`src/hdl/sws_pkg.sv`:
```
// ---------------------------------------------------------------------------
// sws_pkg: shared types and constants for the sliding window sender
// Holds field widths, operation and packet codes, sequencer states and the
// command and status bundles between the controller and the datapath.
// ---------------------------------------------------------------------------
`timescale 1ns / 1ps

package sws_pkg;

  localparam int OP_W      = 3;
  localparam int SEQ_W     = 32;
  localparam int LEN_W     = 11;
  localparam int CRC_W     = 32;
  localparam int ATYPE_W   = 2;
  localparam int KIND_W    = 2;
  localparam int PTYPE_W   = 2;
  localparam int SLOT_W    = 4;
  localparam int WSIZE_W   = 5;
  localparam int TICKS_W   = 32;
  localparam int CFG_AW    = 3;
  localparam int CFG_DW    = 32;

  localparam int DEF_WINDOW      = 16;
  localparam int DEF_MAX_PAYLOAD = 1456;

  // Longest burst of retransmissions produced by one tick.
  localparam int MAX_RESULTS = 16;
  localparam int CNT_W       = $clog2(MAX_RESULTS + 1);

  localparam logic [WSIZE_W-1:0] WSIZE_RST = 5'd16;
  localparam logic [TICKS_W-1:0] TICKS_RST = 32'd500;

  localparam logic [ATYPE_W-1:0] ATYPE_ACK = 2'd3;

  typedef enum logic [OP_W-1:0] {
    OP_TICK  = 3'd0,
    OP_OPEN  = 3'd1,
    OP_OFFER = 3'd2,
    OP_ACK   = 3'd3,
    OP_EOD   = 3'd4
  } op_t;

  typedef enum logic [2:0] {
    PH_IDLE       = 3'd0,
    PH_START_WAIT = 3'd1,
    PH_DATA       = 3'd2,
    PH_END_WAIT   = 3'd3,
    PH_DONE       = 3'd4
  } phase_t;

  typedef enum logic [KIND_W-1:0] {
    RK_TX       = 2'd0,
    RK_REFUSED  = 2'd1,
    RK_FINISHED = 2'd2
  } kind_t;

  typedef enum logic [PTYPE_W-1:0] {
    PT_START = 2'd0,
    PT_END   = 2'd1,
    PT_DATA  = 2'd2
  } ptype_t;

  typedef enum logic [1:0] {
    ST_IDLE = 2'd0,
    ST_EXEC = 2'd1,
    ST_RD   = 2'd2,
    ST_EMIT = 2'd3
  } seq_state_t;

  localparam int CFG_IDX_WSIZE = 0;
  localparam int CFG_IDX_TICKS = 1;

  // Commands from the controller to the datapath.
  typedef struct packed {
    logic load_in;
    logic exec;
    logic rd;
    logic emit;
  } sws_cmd_t;

  // Status from the datapath to the controller.
  typedef struct packed {
    logic out_free;
    logic one_result;
    logic resend;
    logic rs_last;
  } sws_stat_t;

endpackage

```
`src/hdl/sliding_window_sender_unit.sv`:
```
// ---------------------------------------------------------------------------
// sliding_window_sender_unit: sliding window reliable-transfer sender
// Top level joining the configuration registers, the request sequencer and
// the datapath with its window slot memory.
// ---------------------------------------------------------------------------
// Each request is first registered and then executed.
// A tick that hits the retransmission timeout then resends the outstanding
// slots oldest first, at most 16 per tick; every slot is fetched from the
// registered-read slot memory before it is sent.
// A result can sit in the output register while the next request is taken;
// the request stalls in execution only if it must produce a result before
// the previous one is taken. Configuration writes take effect at once and
// should be made while the block is idle.
`timescale 1ns / 1ps

module sliding_window_sender_unit #(
  parameter int WINDOW      = sws_pkg::DEF_WINDOW,
  parameter int MAX_PAYLOAD = sws_pkg::DEF_MAX_PAYLOAD
) (
  input  logic                        clk,
  input  logic                        rst_n,
  input  logic                        psel,
  input  logic                        penable,
  input  logic                        pwrite,
  input  logic [sws_pkg::CFG_AW-1:0]  paddr,
  input  logic [sws_pkg::CFG_DW-1:0]  pwdata,
  output logic [sws_pkg::CFG_DW-1:0]  prdata,
  output logic                        pready,
  input  logic                        in_valid,
  output logic                        in_ready,
  input  logic [sws_pkg::OP_W-1:0]    in_operation,
  input  logic [sws_pkg::SEQ_W-1:0]   in_open_seq,
  input  logic [sws_pkg::LEN_W-1:0]   in_chunk_length,
  input  logic [sws_pkg::CRC_W-1:0]   in_chunk_crc,
  input  logic [sws_pkg::ATYPE_W-1:0] in_ack_type,
  input  logic [sws_pkg::SEQ_W-1:0]   in_ack_seq,
  output logic                        out_valid,
  input  logic                        out_ready,
  output logic [sws_pkg::KIND_W-1:0]  out_result_kind,
  output logic [sws_pkg::PTYPE_W-1:0] out_pkt_type,
  output logic [sws_pkg::SEQ_W-1:0]   out_seq_num,
  output logic [sws_pkg::LEN_W-1:0]   out_pkt_length,
  output logic [sws_pkg::CRC_W-1:0]   out_pkt_crc,
  output logic [sws_pkg::SLOT_W-1:0]  out_slot,
  output logic                        out_last
);

  import sws_pkg::*;

  logic [WSIZE_W-1:0] win_size;
  logic [TICKS_W-1:0] timeout_ticks;
  sws_cmd_t           cmd;
  sws_stat_t          st;

  sws_cfg u_cfg (
    .clk           (clk),
    .rst_n         (rst_n),
    .psel          (psel),
    .penable       (penable),
    .pwrite        (pwrite),
    .paddr         (paddr),
    .pwdata        (pwdata),
    .prdata        (prdata),
    .pready        (pready),
    .win_size      (win_size),
    .timeout_ticks (timeout_ticks)
  );

  sws_ctrl u_ctrl (
    .clk      (clk),
    .rst_n    (rst_n),
    .in_valid (in_valid),
    .in_ready (in_ready),
    .st       (st),
    .cmd      (cmd)
  );

  sws_dp #(
    .WINDOW      (WINDOW),
    .MAX_PAYLOAD (MAX_PAYLOAD)
  ) u_dp (
    .clk             (clk),
    .rst_n           (rst_n),
    .cmd             (cmd),
    .st              (st),
    .win_size        (win_size),
    .timeout_ticks   (timeout_ticks),
    .in_operation    (in_operation),
    .in_open_seq     (in_open_seq),
    .in_chunk_length (in_chunk_length),
    .in_chunk_crc    (in_chunk_crc),
    .in_ack_type     (in_ack_type),
    .in_ack_seq      (in_ack_seq),
    .out_valid       (out_valid),
    .out_ready       (out_ready),
    .out_result_kind (out_result_kind),
    .out_pkt_type    (out_pkt_type),
    .out_seq_num     (out_seq_num),
    .out_pkt_length  (out_pkt_length),
    .out_pkt_crc     (out_pkt_crc),
    .out_slot        (out_slot),
    .out_last        (out_last)
  );

endmodule

```
`src/hdl/sws_ram.sv`:
```
// ---------------------------------------------------------------------------
// sws_ram: generic single-port-write, single-port-read RAM
// One write and one read per cycle; the read data is registered.
// ---------------------------------------------------------------------------
`timescale 1ns / 1ps

module sws_ram #(
  parameter int WIDTH = 8,
  parameter int DEPTH = 16,
  parameter int AW    = (DEPTH > 1) ? $clog2(DEPTH) : 1
) (
  input  logic             clk,
  input  logic             we,
  input  logic [AW-1:0]    waddr,
  input  logic [WIDTH-1:0] wdata,
  input  logic             re,
  input  logic [AW-1:0]    raddr,
  output logic [WIDTH-1:0] rdata
);

  logic [WIDTH-1:0] mem_r [DEPTH];
  logic [WIDTH-1:0] rdata_r;

  always_ff @(posedge clk) begin
    if (we) begin
      mem_r[waddr] <= wdata;
    end
    if (re) begin
      rdata_r <= mem_r[raddr];
    end
  end

  assign rdata = rdata_r;

endmodule

```
`src/hdl/sws_cfg.sv`:
```
// ---------------------------------------------------------------------------
// sws_cfg: configuration register block
// APB-style slave holding the window size and the retransmission timeout.
// ---------------------------------------------------------------------------
`timescale 1ns / 1ps

module sws_cfg (
  input  logic                        clk,
  input  logic                        rst_n,
  input  logic                        psel,
  input  logic                        penable,
  input  logic                        pwrite,
  input  logic [sws_pkg::CFG_AW-1:0]  paddr,
  input  logic [sws_pkg::CFG_DW-1:0]  pwdata,
  output logic [sws_pkg::CFG_DW-1:0]  prdata,
  output logic                        pready,
  output logic [sws_pkg::WSIZE_W-1:0] win_size,
  output logic [sws_pkg::TICKS_W-1:0] timeout_ticks
);

  import sws_pkg::*;

  logic [WSIZE_W-1:0] wsize_r, wsize_nxt;
  logic [TICKS_W-1:0] ticks_r, ticks_nxt;
  logic               wr_en;
  logic               reg_idx;

  // Registers sit on 4-byte boundaries; bit 2 selects one of the two.
  assign reg_idx = paddr[2];
  assign wr_en   = psel & penable & pwrite;
  assign pready  = 1'b1;

  always_comb begin
    wsize_nxt = wsize_r;
    ticks_nxt = ticks_r;
    if (wr_en) begin
      unique case (reg_idx)
        1'(CFG_IDX_WSIZE): wsize_nxt = pwdata[WSIZE_W-1:0];
        1'(CFG_IDX_TICKS): ticks_nxt = pwdata[TICKS_W-1:0];
        default:           ;
      endcase
    end
  end

  always_ff @(posedge clk) begin
    if (!rst_n) begin
      wsize_r <= WSIZE_RST;
      ticks_r <= TICKS_RST;
    end else begin
      wsize_r <= wsize_nxt;
      ticks_r <= ticks_nxt;
    end
  end

  always_comb begin
    unique case (reg_idx)
      1'(CFG_IDX_WSIZE): prdata = CFG_DW'(wsize_r);
      1'(CFG_IDX_TICKS): prdata = CFG_DW'(ticks_r);
      default:           prdata = '0;
    endcase
  end

  assign win_size      = wsize_r;
  assign timeout_ticks = ticks_r;

endmodule

```
`src/hdl/sws_ctrl.sv`:
```
// ---------------------------------------------------------------------------
// sws_ctrl: request sequencer
// Takes one request, lets the datapath execute it, and walks the
// retransmission burst one slot read and one result at a time.
// ---------------------------------------------------------------------------
`timescale 1ns / 1ps

module sws_ctrl (
  input  logic               clk,
  input  logic               rst_n,
  input  logic               in_valid,
  output logic               in_ready,
  input  sws_pkg::sws_stat_t st,
  output sws_pkg::sws_cmd_t  cmd
);

  import sws_pkg::*;

  seq_state_t state_r, state_nxt;

  always_ff @(posedge clk) begin
    if (!rst_n) begin
      state_r <= ST_IDLE;
    end else begin
      state_r <= state_nxt;
    end
  end

  always_comb begin
    state_nxt = state_r;
    cmd       = '0;
    in_ready  = 1'b0;
    unique case (state_r)
      ST_IDLE: begin
        in_ready = 1'b1;
        if (in_valid) begin
          cmd.load_in = 1'b1;
          state_nxt   = ST_EXEC;
        end
      end
      ST_EXEC: begin
        // A single result needs the output register to be free.
        if (!st.one_result || st.out_free) begin
          cmd.exec  = 1'b1;
          state_nxt = st.resend ? ST_RD : ST_IDLE;
        end
      end
      ST_RD: begin
        cmd.rd    = 1'b1;
        state_nxt = ST_EMIT;
      end
      ST_EMIT: begin
        if (st.out_free) begin
          cmd.emit  = 1'b1;
          state_nxt = st.rs_last ? ST_IDLE : ST_RD;
        end
      end
      default: state_nxt = ST_IDLE;
    endcase
  end

endmodule

```
`src/hdl/sws_dp.sv`:
```
// ---------------------------------------------------------------------------
// sws_dp: sender datapath
// Request registers, protocol state, window slot memory, retransmission
// walker and the output register.
// ---------------------------------------------------------------------------
`timescale 1ns / 1ps

module sws_dp #(
  parameter int WINDOW      = sws_pkg::DEF_WINDOW,
  parameter int MAX_PAYLOAD = sws_pkg::DEF_MAX_PAYLOAD
) (
  input  logic                        clk,
  input  logic                        rst_n,
  input  sws_pkg::sws_cmd_t           cmd,
  output sws_pkg::sws_stat_t          st,
  input  logic [sws_pkg::WSIZE_W-1:0] win_size,
  input  logic [sws_pkg::TICKS_W-1:0] timeout_ticks,
  input  logic [sws_pkg::OP_W-1:0]    in_operation,
  input  logic [sws_pkg::SEQ_W-1:0]   in_open_seq,
  input  logic [sws_pkg::LEN_W-1:0]   in_chunk_length,
  input  logic [sws_pkg::CRC_W-1:0]   in_chunk_crc,
  input  logic [sws_pkg::ATYPE_W-1:0] in_ack_type,
  input  logic [sws_pkg::SEQ_W-1:0]   in_ack_seq,
  output logic                        out_valid,
  input  logic                        out_ready,
  output logic [sws_pkg::KIND_W-1:0]  out_result_kind,
  output logic [sws_pkg::PTYPE_W-1:0] out_pkt_type,
  output logic [sws_pkg::SEQ_W-1:0]   out_seq_num,
  output logic [sws_pkg::LEN_W-1:0]   out_pkt_length,
  output logic [sws_pkg::CRC_W-1:0]   out_pkt_crc,
  output logic [sws_pkg::SLOT_W-1:0]  out_slot,
  output logic                        out_last
);

  import sws_pkg::*;

  localparam int IDX_W  = (WINDOW > 1) ? $clog2(WINDOW) : 1;
  localparam int OUT_W  = $clog2(WINDOW + 1);
  localparam int DIFF_W = OUT_W + 1;
  localparam int ENT_W  = LEN_W + CRC_W;
  localparam logic [IDX_W-1:0] IDX_MAX = IDX_W'(WINDOW - 1);
  localparam logic [SEQ_W-1:0] SEQ_MAX = '1;

  // Latched request.
  op_t                op_r;
  logic [SEQ_W-1:0]   oseq_r;
  logic [LEN_W-1:0]   clen_r;
  logic [CRC_W-1:0]   ccrc_r;
  logic [ATYPE_W-1:0] atype_r;
  logic [SEQ_W-1:0]   aseq_r;

  // Protocol state.
  phase_t             phase_r, phase_nxt;
  logic [SEQ_W-1:0]   start_r, start_nxt;
  logic [SEQ_W-1:0]   next_seq_r, next_seq_nxt;
  logic [SEQ_W-1:0]   acked_r, acked_nxt;
  logic [TICKS_W-1:0] elapsed_r, elapsed_nxt;
  logic               ended_r, ended_nxt;
  logic [IDX_W-1:0]   next_idx_r, next_idx_nxt;

  // Retransmission walker.
  logic [CNT_W-1:0]   rs_cnt_r, rs_cnt_nxt;
  logic [CNT_W-1:0]   rs_n_r, rs_n_nxt;
  logic [IDX_W-1:0]   rs_idx_r, rs_idx_nxt;
  logic [SEQ_W-1:0]   rs_seq_r, rs_seq_nxt;

  // Output register.
  logic               out_valid_r, out_valid_nxt;
  logic [KIND_W-1:0]  kind_r, kind_nxt;
  logic [PTYPE_W-1:0] ptype_r, ptype_nxt;
  logic [SEQ_W-1:0]   oseqn_r, oseqn_nxt;
  logic [LEN_W-1:0]   olen_r, olen_nxt;
  logic [CRC_W-1:0]   ocrc_r, ocrc_nxt;
  logic [SLOT_W-1:0]  oslot_r, oslot_nxt;
  logic               olast_r, olast_nxt;

  // Result of executing the latched request.
  logic               res_valid;
  kind_t              res_kind;
  ptype_t             res_ptype;
  logic [SEQ_W-1:0]   res_seq;
  logic [LEN_W-1:0]   res_len;
  logic [CRC_W-1:0]   res_crc;
  logic [SLOT_W-1:0]  res_slot;
  logic               res_resend;

  logic [SEQ_W-1:0]   outstanding;
  logic [SEQ_W-1:0]   eff_window;
  logic [TICKS_W-1:0] elapsed_inc;
  logic [SEQ_W-1:0]   ack_clip;
  logic [SEQ_W-1:0]   acked_new;
  logic [LEN_W-1:0]   clen_sat;
  logic               offer_ok;
  logic [DIFF_W-1:0]  idx_diff;
  logic [IDX_W-1:0]   rs_idx_start;
  logic [CNT_W-1:0]   rs_n_start;
  logic               out_free;
  logic               out_load;

  logic               ram_we;
  logic [ENT_W-1:0]   ram_rdata;

  assign outstanding = next_seq_r - acked_r;
  assign out_free    = !out_valid_r || out_ready;

  always_comb begin
    if (win_size == '0) begin
      eff_window = SEQ_W'(1);
    end else if (SEQ_W'(win_size) > SEQ_W'(WINDOW)) begin
      eff_window = SEQ_W'(WINDOW);
    end else begin
      eff_window = SEQ_W'(win_size);
    end
  end

  assign elapsed_inc = (elapsed_r == '1) ? elapsed_r : elapsed_r + 1'b1;
  assign ack_clip    = (aseq_r > next_seq_r) ? next_seq_r : aseq_r;
  assign acked_new   = (ack_clip > acked_r) ? ack_clip : acked_r;
  assign clen_sat    = (32'(clen_r) > 32'(MAX_PAYLOAD)) ? LEN_W'(MAX_PAYLOAD) : clen_r;
  assign offer_ok    = (phase_r == PH_DATA) && !ended_r && (next_seq_r != SEQ_MAX) &&
                       (outstanding < eff_window);

  // The oldest outstanding slot sits that many entries behind the next free
  // slot; the window never holds more than WINDOW packets.
  always_comb begin
    idx_diff = DIFF_W'(next_idx_r) - DIFF_W'(outstanding[OUT_W-1:0]);
    if (idx_diff[DIFF_W-1]) begin
      idx_diff = idx_diff + DIFF_W'(WINDOW);
    end
    rs_idx_start = idx_diff[IDX_W-1:0];
  end

  assign rs_n_start = (outstanding >= SEQ_W'(MAX_RESULTS)) ? CNT_W'(MAX_RESULTS) :
                      outstanding[CNT_W-1:0];

  // Request execution: next protocol state and at most one direct result.
  always_comb begin
    phase_nxt    = phase_r;
    start_nxt    = start_r;
    next_seq_nxt = next_seq_r;
    acked_nxt    = acked_r;
    elapsed_nxt  = elapsed_r;
    ended_nxt    = ended_r;
    next_idx_nxt = next_idx_r;
    ram_we       = 1'b0;
    res_valid    = 1'b0;
    res_kind     = RK_TX;
    res_ptype    = PT_START;
    res_seq      = '0;
    res_len      = '0;
    res_crc      = '0;
    res_slot     = '0;
    res_resend   = 1'b0;
    case (op_r)
      OP_TICK: begin
        if (phase_r == PH_START_WAIT) begin
          res_valid = 1'b1;
          res_seq   = start_r;
        end else if (phase_r == PH_END_WAIT) begin
          res_valid = 1'b1;
          res_ptype = PT_END;
          res_seq   = start_r;
        end else if (phase_r == PH_DATA) begin
          // The incremented count is never zero, so a zero timeout acts as one.
          if (elapsed_inc >= timeout_ticks) begin
            elapsed_nxt = '0;
            res_resend  = (outstanding != '0);
          end else begin
            elapsed_nxt = elapsed_inc;
          end
        end
      end
      OP_OPEN: begin
        if (phase_r == PH_IDLE || phase_r == PH_DONE) begin
          start_nxt    = oseq_r;
          next_seq_nxt = '0;
          acked_nxt    = '0;
          elapsed_nxt  = '0;
          ended_nxt    = 1'b0;
          next_idx_nxt = '0;
          phase_nxt    = PH_START_WAIT;
          res_valid    = 1'b1;
          res_seq      = oseq_r;
        end
      end
      OP_OFFER: begin
        res_valid = 1'b1;
        if (offer_ok) begin
          ram_we       = 1'b1;
          res_ptype    = PT_DATA;
          res_seq      = next_seq_r;
          res_len      = clen_sat;
          res_crc      = ccrc_r;
          res_slot     = SLOT_W'(next_idx_r);
          next_seq_nxt = next_seq_r + 1'b1;
          next_idx_nxt = (next_idx_r == IDX_MAX) ? '0 : next_idx_r + 1'b1;
        end else begin
          res_kind = RK_REFUSED;
        end
      end
      OP_ACK: begin
        if (atype_r == ATYPE_ACK) begin
          if (phase_r == PH_START_WAIT) begin
            if (aseq_r == start_r) begin
              phase_nxt   = PH_DATA;
              elapsed_nxt = '0;
            end
          end else if (phase_r == PH_END_WAIT) begin
            if (aseq_r == start_r) begin
              phase_nxt = PH_DONE;
              res_valid = 1'b1;
              res_kind  = RK_FINISHED;
            end
          end else if (phase_r == PH_DATA) begin
            acked_nxt   = acked_new;
            elapsed_nxt = '0;
            if (ended_r && acked_new == next_seq_r) begin
              phase_nxt = PH_END_WAIT;
              res_valid = 1'b1;
              res_ptype = PT_END;
              res_seq   = start_r;
            end
          end
        end
      end
      OP_EOD: begin
        if (phase_r == PH_DATA) begin
          ended_nxt = 1'b1;
          if (acked_r == next_seq_r) begin
            phase_nxt = PH_END_WAIT;
            res_valid = 1'b1;
            res_ptype = PT_END;
            res_seq   = start_r;
          end
        end
      end
      default: ;
    endcase
  end

  // Walker and output register updates.
  always_comb begin
    rs_cnt_nxt    = rs_cnt_r;
    rs_n_nxt      = rs_n_r;
    rs_idx_nxt    = rs_idx_r;
    rs_seq_nxt    = rs_seq_r;
    out_load      = 1'b0;
    kind_nxt      = kind_r;
    ptype_nxt     = ptype_r;
    oseqn_nxt     = oseqn_r;
    olen_nxt      = olen_r;
    ocrc_nxt      = ocrc_r;
    oslot_nxt     = oslot_r;
    olast_nxt     = olast_r;
    if (cmd.exec) begin
      if (res_resend) begin
        rs_cnt_nxt = '0;
        rs_n_nxt   = rs_n_start;
        rs_idx_nxt = rs_idx_start;
        rs_seq_nxt = acked_r;
      end
      if (res_valid) begin
        out_load  = 1'b1;
        kind_nxt  = res_kind;
        ptype_nxt = res_ptype;
        oseqn_nxt = res_seq;
        olen_nxt  = res_len;
        ocrc_nxt  = res_crc;
        oslot_nxt = res_slot;
        olast_nxt = 1'b1;
      end
    end else if (cmd.emit) begin
      out_load   = 1'b1;
      kind_nxt   = RK_TX;
      ptype_nxt  = PT_DATA;
      oseqn_nxt  = rs_seq_r;
      olen_nxt   = ram_rdata[ENT_W-1:CRC_W];
      ocrc_nxt   = ram_rdata[CRC_W-1:0];
      oslot_nxt  = SLOT_W'(rs_idx_r);
      olast_nxt  = st.rs_last;
      rs_cnt_nxt = rs_cnt_r + 1'b1;
      rs_seq_nxt = rs_seq_r + 1'b1;
      rs_idx_nxt = (rs_idx_r == IDX_MAX) ? '0 : rs_idx_r + 1'b1;
    end
    if (out_load) begin
      out_valid_nxt = 1'b1;
    end else if (out_ready) begin
      out_valid_nxt = 1'b0;
    end else begin
      out_valid_nxt = out_valid_r;
    end
  end

  always_ff @(posedge clk) begin
    if (!rst_n) begin
      phase_r     <= PH_IDLE;
      start_r     <= '0;
      next_seq_r  <= '0;
      acked_r     <= '0;
      elapsed_r   <= '0;
      ended_r     <= 1'b0;
      next_idx_r  <= '0;
      out_valid_r <= 1'b0;
    end else begin
      if (cmd.exec) begin
        phase_r    <= phase_nxt;
        start_r    <= start_nxt;
        next_seq_r <= next_seq_nxt;
        acked_r    <= acked_nxt;
        elapsed_r  <= elapsed_nxt;
        ended_r    <= ended_nxt;
        next_idx_r <= next_idx_nxt;
      end
      out_valid_r <= out_valid_nxt;
    end
  end

  always_ff @(posedge clk) begin
    if (cmd.load_in) begin
      op_r    <= op_t'(in_operation);
      oseq_r  <= in_open_seq;
      clen_r  <= in_chunk_length;
      ccrc_r  <= in_chunk_crc;
      atype_r <= in_ack_type;
      aseq_r  <= in_ack_seq;
    end
    rs_cnt_r <= rs_cnt_nxt;
    rs_n_r   <= rs_n_nxt;
    rs_idx_r <= rs_idx_nxt;
    rs_seq_r <= rs_seq_nxt;
    kind_r   <= kind_nxt;
    ptype_r  <= ptype_nxt;
    oseqn_r  <= oseqn_nxt;
    olen_r   <= olen_nxt;
    ocrc_r   <= ocrc_nxt;
    oslot_r  <= oslot_nxt;
    olast_r  <= olast_nxt;
  end

  sws_ram #(
    .WIDTH (ENT_W),
    .DEPTH (WINDOW),
    .AW    (IDX_W)
  ) u_slot_ram (
    .clk   (clk),
    .we    (ram_we && cmd.exec),
    .waddr (next_idx_r),
    .wdata ({clen_sat, ccrc_r}),
    .re    (cmd.rd),
    .raddr (rs_idx_r),
    .rdata (ram_rdata)
  );

  always_comb begin
    st            = '0;
    st.out_free   = out_free;
    st.one_result = res_valid;
    st.resend     = res_resend;
    st.rs_last    = (rs_cnt_r == rs_n_r - 1'b1);
  end

  assign out_valid       = out_valid_r;
  assign out_result_kind = kind_r;
  assign out_pkt_type    = ptype_r;
  assign out_seq_num     = oseqn_r;
  assign out_pkt_length  = olen_r;
  assign out_pkt_crc     = ocrc_r;
  assign out_slot        = oslot_r;
  assign out_last        = olast_r;

endmodule

```
`config.mk`:
```
export PLATFORM = sky130hd
export DESIGN_NAME = sliding_window_sender_unit
export DESIGN_NICKNAME = d
export VERILOG_FILES = /design/src/hdl/sws_pkg.sv /design/src/hdl/sliding_window_sender_unit.sv /design/src/hdl/sws_ram.sv /design/src/hdl/sws_cfg.sv /design/src/hdl/sws_ctrl.sv /design/src/hdl/sws_dp.sv
export SDC_FILE = /design/constraint.sdc
export NUM_CORES = 2
export LEC_CHECK = 0
export BUFFER_PORTS_ARGS = -buffer_cell sky130_fd_sc_hd__buf_2
export CORE_MARGIN = 2
export CORE_UTILIZATION = 45
export DETAILED_ROUTE_END_ITERATION = 16
export HOLD_SLACK_MARGIN = 0.02
export PLACE_DENSITY_LB_ADDON = 0.15
export SYNTH_ARGS = -nofsm -noshare
export SYNTH_HDL_FRONTEND = slang
export SYNTH_SLANG_ARGS = --single-unit
```
`constraint.sdc`:
```
create_clock -name clk -period 21.2 [get_ports clk]
set_clock_uncertainty 0.05 [all_clocks]
set_input_delay 0 -clock clk [delete_from_list [all_inputs] [get_ports clk]]
set_output_delay 0 -clock clk [all_outputs]
set_load 0.01 [all_outputs]
```
==> impl_metrics.yaml <==
status:
  outcome: "finished, final reports clean"
sta:
  slew_violations: 0
  hold-worst-slack_ns: 0.0620
  tns_ns: 0
  slew_headroom_pct: 29.5
  fmax_ghz: 0.100
  setup_violations: 0
  setup_slack_ns: 11.20
  finalCriticalPeriod_ns: 10.0
  period_share_pct: 47.2
  worst_slew_pin_slew_ns: 1.06
  finalHoldViolCount: 0
  grt_setup_unrepaired: "false"
route:
  first_iter_violations: 3012
  first_pass_iters: 6
  drt-total-wl_um: 149000
  vias: 33700
  antenna_left: 0
  wl_per_cell_um: 25.4
  viasPerCell: 5.76
  drc: 0
setup_path:
  crit_type: "reg -> reg"
  endpoint_kind: "flip-flop"
  startpoint: "u_dp.next_seq_r[23]"
  required_ns: 21.50
  slowest_stage: "o311ai_2"
  ff2ff_path_depth: 23
  cpPeakStageDelay_ns: 0.87
  crit_fanout: 66
  r2r_start: "u_dp.next_seq_r[23]"
  crit_chain: "inv_1, ha_1, nand4_1, nor4_1, nand3_1, nand2_1, a2bb2oi_4, buf_4, nor2_1, a21oi_1, inv_1, ha_1, nand4_1, nor4_1, and3_1, a21oi_1, or2_2, nor4_1, o221ai_1, o311ai_2, buf_4, buf_4, o31ai_1"
  crit_arrival_ns: 10.29
  startpoint_type: "flip-flop"
power:
  power_frac_clock_pct: 43.7
  peakVddDrop_mv: 0.0663
  p_leak_nw: 22.1
  comb_power_share_pct: 4.3
  power.switching_mw: 1.06
  seq_power_share_pct: 52.0
  total_power_mw: 4.83
  switching_share_pct: 22.1
  internal_power_mw: 3.76
  powerDensity_nw_per_um2: 78.4
clock_network:
  clock_latency_ns: 0.75
  clock_sinks: 1149
  root_buffer: "clkbuf_16"
  cts_tree: "yes"
  clk_pin_slew_ns: 0.06
  cts_buffers: 121
  h-tree-depth: 3
  clockBufferDepth: 3
cells_and_area:
  synthToLayoutAreaGrowth_pct: 19.9
  fin_util_pct: 54.6
  drive_gt1_share_pct: 17.3
  fin_cells: 5853
  finalInstanceArea_um2: 61600
  fin_nets: 4546
yosys:
  ys_warn_count: 0
  synthTopCellsByArea: "edfxtp_1 (57%), mux4_2 (9.4%), dfxtp_1 (6.9%)"
  synth.ff_latch_count: 1149
  postSynthCellCount: 3664
  synth.most_common_cell: "edfxtp_1"
  ys.flop_type: "edfxtp_1"
  netlist_area_um2: 51400
  synth_top_area_share_pct: 56.9
  synth_cell_types: 80
  yosysSeqAreaShare_pct: 63.7
  synth_common_cells: "edfxtp_1 (973), nand2_1 (416), mux4_2 (215)"
  synth_edf_count: 973
  yosys.area.top_type: "edfxtp_1"
  avgSynthCellArea_um2: 14.0
  async_reset_ff_share_pct: 0
  synth_nets: 3964
placement:
  post-dp-hpwl_um: 88500
  place_area_um2: 54400
  gp_congestion: 0.972
  dp_cells: 5293
  post-place-ws_ns: 11.52
  io_buffer_count: 269
die:
  coreArea_um2: 113000
  io_pins: 273
  die_w_um: 342
  rows: 123
  start_util_pct: 45.5
  dieHeight_um: 342
  die-area_um2: 117000
grt:
  grt_first_pass_wirelength_um: 220000
  grt_pass1_vias: 33700
  antenna_found_initial: 3
  grt_max_degree: 112
  grt_usage_pct: 25.3
  gr-total-overflow: 0
job:
  drv_cap: 0
worst_hold_path:
  hold_start: "in_operation[0]"
  hold_depth: 2
  hold_path.class: "in -> reg"
-- critical path: cells and delay by family (launching register included) --
family	cells	cell delay, ns
adders and majority gates	2	0.70
AOI/OAI and AO/OA	6	2.49
buffers and inverters	5	2.18
DFF	1	0.63
and+or+nand+nor	10	3.49
-- layout by cell type (no fill, tap or decap), drive strengths merged, types with 39 or more instances in the layout --
master,Yosys,final
clkinv,1,48
mux4,215,215
nor2,118,118
buf,23,312
a21boi,63,63
ha,144,144
clkbuf,160,158
edfxtp,973,973
inv,145,150
nand4,51,51
o21ai,180,180
a21o,39,39
a21oi,137,137
dfxtp,176,176
and2,60,60
nand3,118,118
xnor2,76,76
nand2,416,416
a22o,76,76
xor2,83,83
dlygate4sd3,0,330
-- power by group through the flow --
stage	logic (mW)	registers, mW	clock network [mW]
finish	0.207	2.51	2.11
global route	0.225	2.51	2.24
CTS	0.204	2.51	2.15
detailed placement	0.161	2.56	0
global placement	0.159	2.56	0
floorplan	0.0923	2.54	0
-- area by class of cell --
type                    instances  area, um^2
fillers                      9268       51200
flip-flops and latches       1149       32700
multi-input cells            2186       17500
repair buffers                642        4980
clock buffers                 158        3230
well taps                    1500        1880
clock inverters                69         703
inverters                     146         548
diodes                          3        7.51
-- logic make-up (layout without fill, tap and decap cells) --
kind of cell | Yosys count | count (layout) | synth area share [%]
DFF | 1149 | 1149 | 63.7
and+or+nand+nor | 990 | 990 | 9.30
AOI/OAI and AO/OA | 657 | 657 | 8.45
buffers and inverters | 329 | 1015 | 2.42
muxes | 233 | 233 | 9.79
xor gates and xnor gates | 159 | 159 | 2.71
adders and majority gates | 146 | 146 | 3.59
other | 1 | 4 | 0.00730
-- path summary, 6_finish.rpt --
path                                         end  slack, ns
worst min register to register   u_dp.acked_r[1]       0.40
worst min-delay path                u_dp.op_r[0]       0.06
worst max-delay path            u_dp.out_slot[1]      11.20
worst max register to register  u_dp.out_slot[1]      11.20
-- flip-flops by register name, summed over array words and instances (netlist names), 32 cells and up --
signal                 cells
u_dp.out_seq_num          32
u_dp.elapsed_r            32
u_dp.oseq_r               32
u_dp.u_slot_ram.rdata     43
u_dp.out_pkt_crc          32
u_dp.next_seq_r           32
u_dp.aseq_r               32
u_dp.start_r              32
u_dp.acked_r              32
u_dp.rs_seq_r             32
u_dp.u_slot_ram.mem_r    688
u_dp.ccrc_r               32
u_cfg.timeout_ticks       32
-- what timing repair did --
action,4_1_cts,5_1_grt
endpoints found under the hold margin,177,1
hold buffers,329,1
buffers inserted,0,0
setup endpoints to repair,0,0
resized for setup,0,0
-- routing by layer --
metal  global-route usage (%)  routed length, um  up-vias  share of wire [%]
met4                     8.50               4890        0                3.3
li1                         -                  -    15200                  -
met5                        0                  0        -                  0
met3                     3.24               8870      284                6.0
met1                     34.5              62800    17000                 42
met2                     42.2              72300     1251                 49
No activity file was read; power rests on OpenSTA's default activity.
